--- config.mk ---
export PLATFORM = sky130hd
export DESIGN_NAME = mcr_ram
export DESIGN_NICKNAME = d
export VERILOG_FILES = /design/src/rtl/mcr_ram.sv
export SDC_FILE = /design/constraint.sdc
export NUM_CORES = 1
export LEC_CHECK = 0
export BUFFER_PORTS_ARGS = -buffer_cell sky130_fd_sc_hd__buf_4
export CAP_MARGIN = 30
export CORE_MARGIN = 5
export CORE_UTILIZATION = 30
export CTS_CLUSTER_DIAMETER = 100
export DETAILED_ROUTE_END_ITERATION = 8
export PLACE_DENSITY = 0.55
export SYNTH_ARGS = -nofsm -noshare
export SYNTH_HDL_FRONTEND = slang
export SYNTH_SLANG_ARGS = --single-unit
--- constraint.sdc ---
create_clock -name clk -period 3.14 [get_ports clk]
set_input_delay 0.628 -clock clk [delete_from_list [all_inputs] [get_ports clk]]
set_output_delay 0.628 -clock clk [all_outputs]
set_load 0.02 [all_outputs]
--- src/rtl/mcr_ram.sv ---
// Generic simple dual-port RAM with one write port and a registered read port.
// Depends on nothing; width and depth come from parameters.
module mcr_ram #(
    parameter int unsigned WIDTH = 8,
    parameter int unsigned DEPTH = 16
) (
    input  logic                                       clk,
    input  logic                                       we,
    input  logic [((DEPTH > 1) ? $clog2(DEPTH) : 1)-1:0] waddr,
    input  logic [WIDTH-1:0]                           wdata,
    input  logic                                       re,
    input  logic [((DEPTH > 1) ? $clog2(DEPTH) : 1)-1:0] raddr,
    output logic [WIDTH-1:0]                           rdata
);

    logic [WIDTH-1:0] mem [DEPTH];
    logic [WIDTH-1:0] rdata_reg;

    always_ff @(posedge clk)
    begin
        if (we)
        begin
            mem[waddr] <= wdata;
        end
        if (re)
        begin
            rdata_reg <= mem[raddr];
        end
    end

    assign rdata = rdata_reg;

endmodule
== Word level (Yosys, flattened, before mapping) ==
Memory sizes are Yosys's and may differ from the RTL's. A register that Yosys moved wholly into a read port is not among the register bits.
Cells that the tools add are included.
Cells by class
  muxes and demuxes: 2
Operators by type and width (number)
  two-way mux 1 bit: 2
Storage, ports and cells
  word-level logic and storage cells: 3
  memories kept: 1
  RAM bits: 128
  bits of input ports: 19
  bits in registers: 0
  output and inout port bits: 8
Memory list
  mem: words 16, width 8, read ports 1, clocked after Yosys merged registers in 1, write ports 1, line 16  | logic [WIDTH-1:0] mem [DEPTH];

== Longest topological paths before layout ==
  depth in word-level cells: 2
  mapped depth: 5
  mapped depth without buffers: 3

== Least setup slack after synthesis ==
OpenSTA, ideal clock, no wires.
  path type: input to register
  start: input port waddr[2] (netlist name)
  end: memory mem[0][0], enable pin
  slack: 1.019 ns
  path buffers: 0
  stages: 2
  arrival time: 1.738 ns
  path through: or3b_2 nor3_1
RTL lines
  from (decl): line 9  | input logic [((DEPTH > 1) ? $clog2(DEPTH) : 1)-1:0] waddr,
  to (decl): line 16
No word-level cell before the write port.

==> summary.md <==
| Metric | Value |
|---|---|
| Synth Area in Compound Gates | `2.298%` |
| Synthesis Warnings | `0` |
| Synthesized Nets | `248` |
| Synth Area in Simple Gates | `3.135%` |
| Worst EP required | `3.29 ns` |
| Max reg flops | `128` |
| First-pass GRT wire length | `16,150 um` |
| Highest routed metal layer | `met4` |
| Max-slew violations | `0` |
| Met3 wire len | `702 um` |
| Max FO, Critical Path | `31` |
| Clk sinks | `136` |
| Setup crit end kind | `flop` |
| Die Y | `142.0 um` |
| Synth top cells by count | `edfxtp_1 (136), mux4_2 (18), a22oi_1 (16)` |
| Total Neg Setup Slack | `0 ns` |
| Layout net count | `297` |
| Die X | `142.0 um` |
| Final WL | `10,740 um` |
| Multiplexer share of the synthesized area | `14.79%` |
| Hold Buf Count CTS | `0` |
| Post-synth EDFFs | `136` |
| PwrDens | `664.4 mW/mm^2` |
| Ys flop type | `edfxtp_1` |
| Antenna Nets Post-Route | `0` |
| Setup slack, reg-to-reg | `1.58 ns` |
| Worst path bufs/invs | `1` |
| Syn Inst Count | `229` |
| Post-CTS Setup Bufs | `0` |
| Post-Synth Adder-Cell Area | `0%` |
| Register area share after synthesis | `78.12%` |
| TritonCTS clock tree | `yes` |
| Count of cell types in the netlist | `18` |
| Yosys reg bits | `136` |
| Initial antenna violation count | `0` |
| Vias per cell | `4.829` |
| Drt pass-1 iters | `5` |
| Core area | `0.01718 sq mm` |
| Full die area | `0.02017 sq mm` |
| Relative slew slack | `46.07%` |
| Worst Hold Slack | `0.5214 ns` |
| Largest family of logic cells by synthesized area | `multiplexers` |
| Inserted Clock Buffers | `17` |
| DR vias | `2,492` |
| Initial Utilization | `30.43%` |
| Status | `finished, final reports clean` |
| Cell taking the most area after synthesis | `edfxtp_1` |
| N_diodes | `0` |
| Starting DRT DRC Count | `227` |
| CTS Root Cell | `clkbuf_16` |
| Routed len/inst | `20.81 um` |
| Tmin final | `2.082 ns` |
| Total track usage | `11.26%` |
| Dominant cell by count in the synthesized netlist | `edfxtp_1` |
| Vias in the first global route | `2,559` |
| Syn avg cell area | `22.83 sq um` |
| Area post-placement | `0.005723 sq mm` |
| CP arrival | `2.23 ns` |
| Worst-path clk slew | `0.05 ns` |
| Core Util, Final | `36.63%` |
| Wl on met1 | `5145 um` |
| Worst setup SP type | `input pin` |
| Grt ovf | `0` |
| Post-DP HPWL | `6848 um` |
| Cts repair resizes | `0` |
| Port Buffers | `26` |
| Slowest Stage Delay on Critical Path | `0.65 ns` |
| Clk_skew | `0.005337 ns` |
| Routability Congestion | `0.7136` |
| Max Buffers Root-to-Sink | `2` |
| Layout cells sized above 1 | `28.87%` |
| CTS H-tree lvls | `4` |
| RSZ-0062 raised after global routing | `no` |
| Synth top area share | `78.12%` |
| Worst setup path class | `input pin to flop` |
| Layout area overhead | `20.37%` |
| Synth area leaders | `edfxtp_1 (78%), mux4_2 (7.8%), mux4_1 (7.0%)` |
| XOR/XNOR Fraction of Synth Area | `0%` |
| Slowest stage cell, crit path | `mux4_1` |
| CP cell instances | `buf_4 -> mux4_1 -> a22oi_1 -> nand2_1` |
| Family with the most delay on the worst path | `multiplexers` |
| Max-cap violations | `0` |
| Post-Syn Area | `0.005228 sq mm` |
| DRC errors left | `0` |
| Worst-Margin Slew | `0.8060 ns` |
| Clock Latency Late Sink | `0.41 ns` |
| # IOs | `27` |
| Leakage | `0.002084 uW` |
| Site Rows | `48` |
| Cells after DPL | `484` |
| Peak VDD IR | `522.0 uV` |
| Ys async rst share | `0%` |
| Met2 WL post-DR | `4813 um` |
| Hold WC Path Type | `input pin to flop` |
| Final hold vios | `0` |
| Post-Layout Inst Area | `0.006292 sq mm` |
| Final worst path period share | `66.32%` |
| # setup viols final | `0` |
| Largest net degree at the start of global routing | `33` |
| Achievable frequency | `480.2 MHz` |
| Post-Layout Cell Count | `516` |
==> layout make-up <==
class / count / area (sq um)
Fill cell: 1610 / 10880
Sequential cell: 136 / 4084
Multi-Input combinational cell: 83 / 1057
Clock buffer: 20 / 436.7
Timing Repair Buffer: 40 / 300.3
Tap cell: 225 / 281.5
Clock inverter: 12 / 132.6
==> placed cells by master (no fill, tap or decap) <==
cell	n
clkinvlp_4	1
nor2b_1	1
clkbuf_16	17
buf_4	40
clkinv_1	4
bufinv_16	3
nand2_1	9
or3b_2	1
and2_1	1
clkinv_2	4
nand3b_1	2
nand3_1	1
mux4_2	18
mux4_1	14
nand2b_1	2
and2b_1	1
nor3_1	4
clkbuf_1	3
a22oi_1	16
edfxtp_1	136
nor2_1	13
==> through the flow <==
| step | setup slack, ns | power, uW |
|---|---|---|
| 3_3_place_gp | 0.6374 | 2298 |
| 6_report | 1.058 | 4181 |
| 4_1_cts | 1.063 | 4212 |
| 5_1_grt | 0.9944 | 4314 |
| 3_5_place_dp | 0.6249 | 2304 |
| 2_1_floorplan | 1.019 | 2206 |
==> layer usage <==
| metal | up-vias | global-route usage [%] |
|---|---|---|
| li1 | 1083 | - |
| met1 | 1308 | 16.37 |
| met2 | 93 | 15.83 |
| met3 | 8 | 3.965 |
| met4 | 0 | 3.636 |
| met5 | - | 0 |
==> worst paths after layout <==
path                                           start  depth (start not counted)             endpoint
worst max-delay path                        raddr[0]                          4   rdata[2]$_DFFE_PP_
worst min-delay path                        wdata[0]                          1  mem[7][0]$_DFFE_PP_
worst max register to register   mem[2][2]$_DFFE_PP_                          3   rdata[2]$_DFFE_PP_
worst min register to register  mem[15][5]$_DFFE_PP_                          3   rdata[5]$_DFFE_PP_
==> logic make-up after synthesis <==
kind of cell           after synthesis
buffers and inverters               10
AO/OA/AOI/OAI                       16
AND/OR/NAND/NOR                     35
multiplexers                        32
flip-flops                         136
==> worst register-to-register path, cell delays in order (launching register included) <==
cell	delay, ns
edfxtp_1	0.35
mux4_1	0.51
a22oi_1	0.32
nand2_1	0.11
==> report_power, final <==
part | switching [uW] | internal, uW
registers | 10.9 | 2050
clock network | 689 | 1230
logic | 119 | 85.8
total | 819 | 3360
Note: power is estimated with default switching activity, not from simulation.
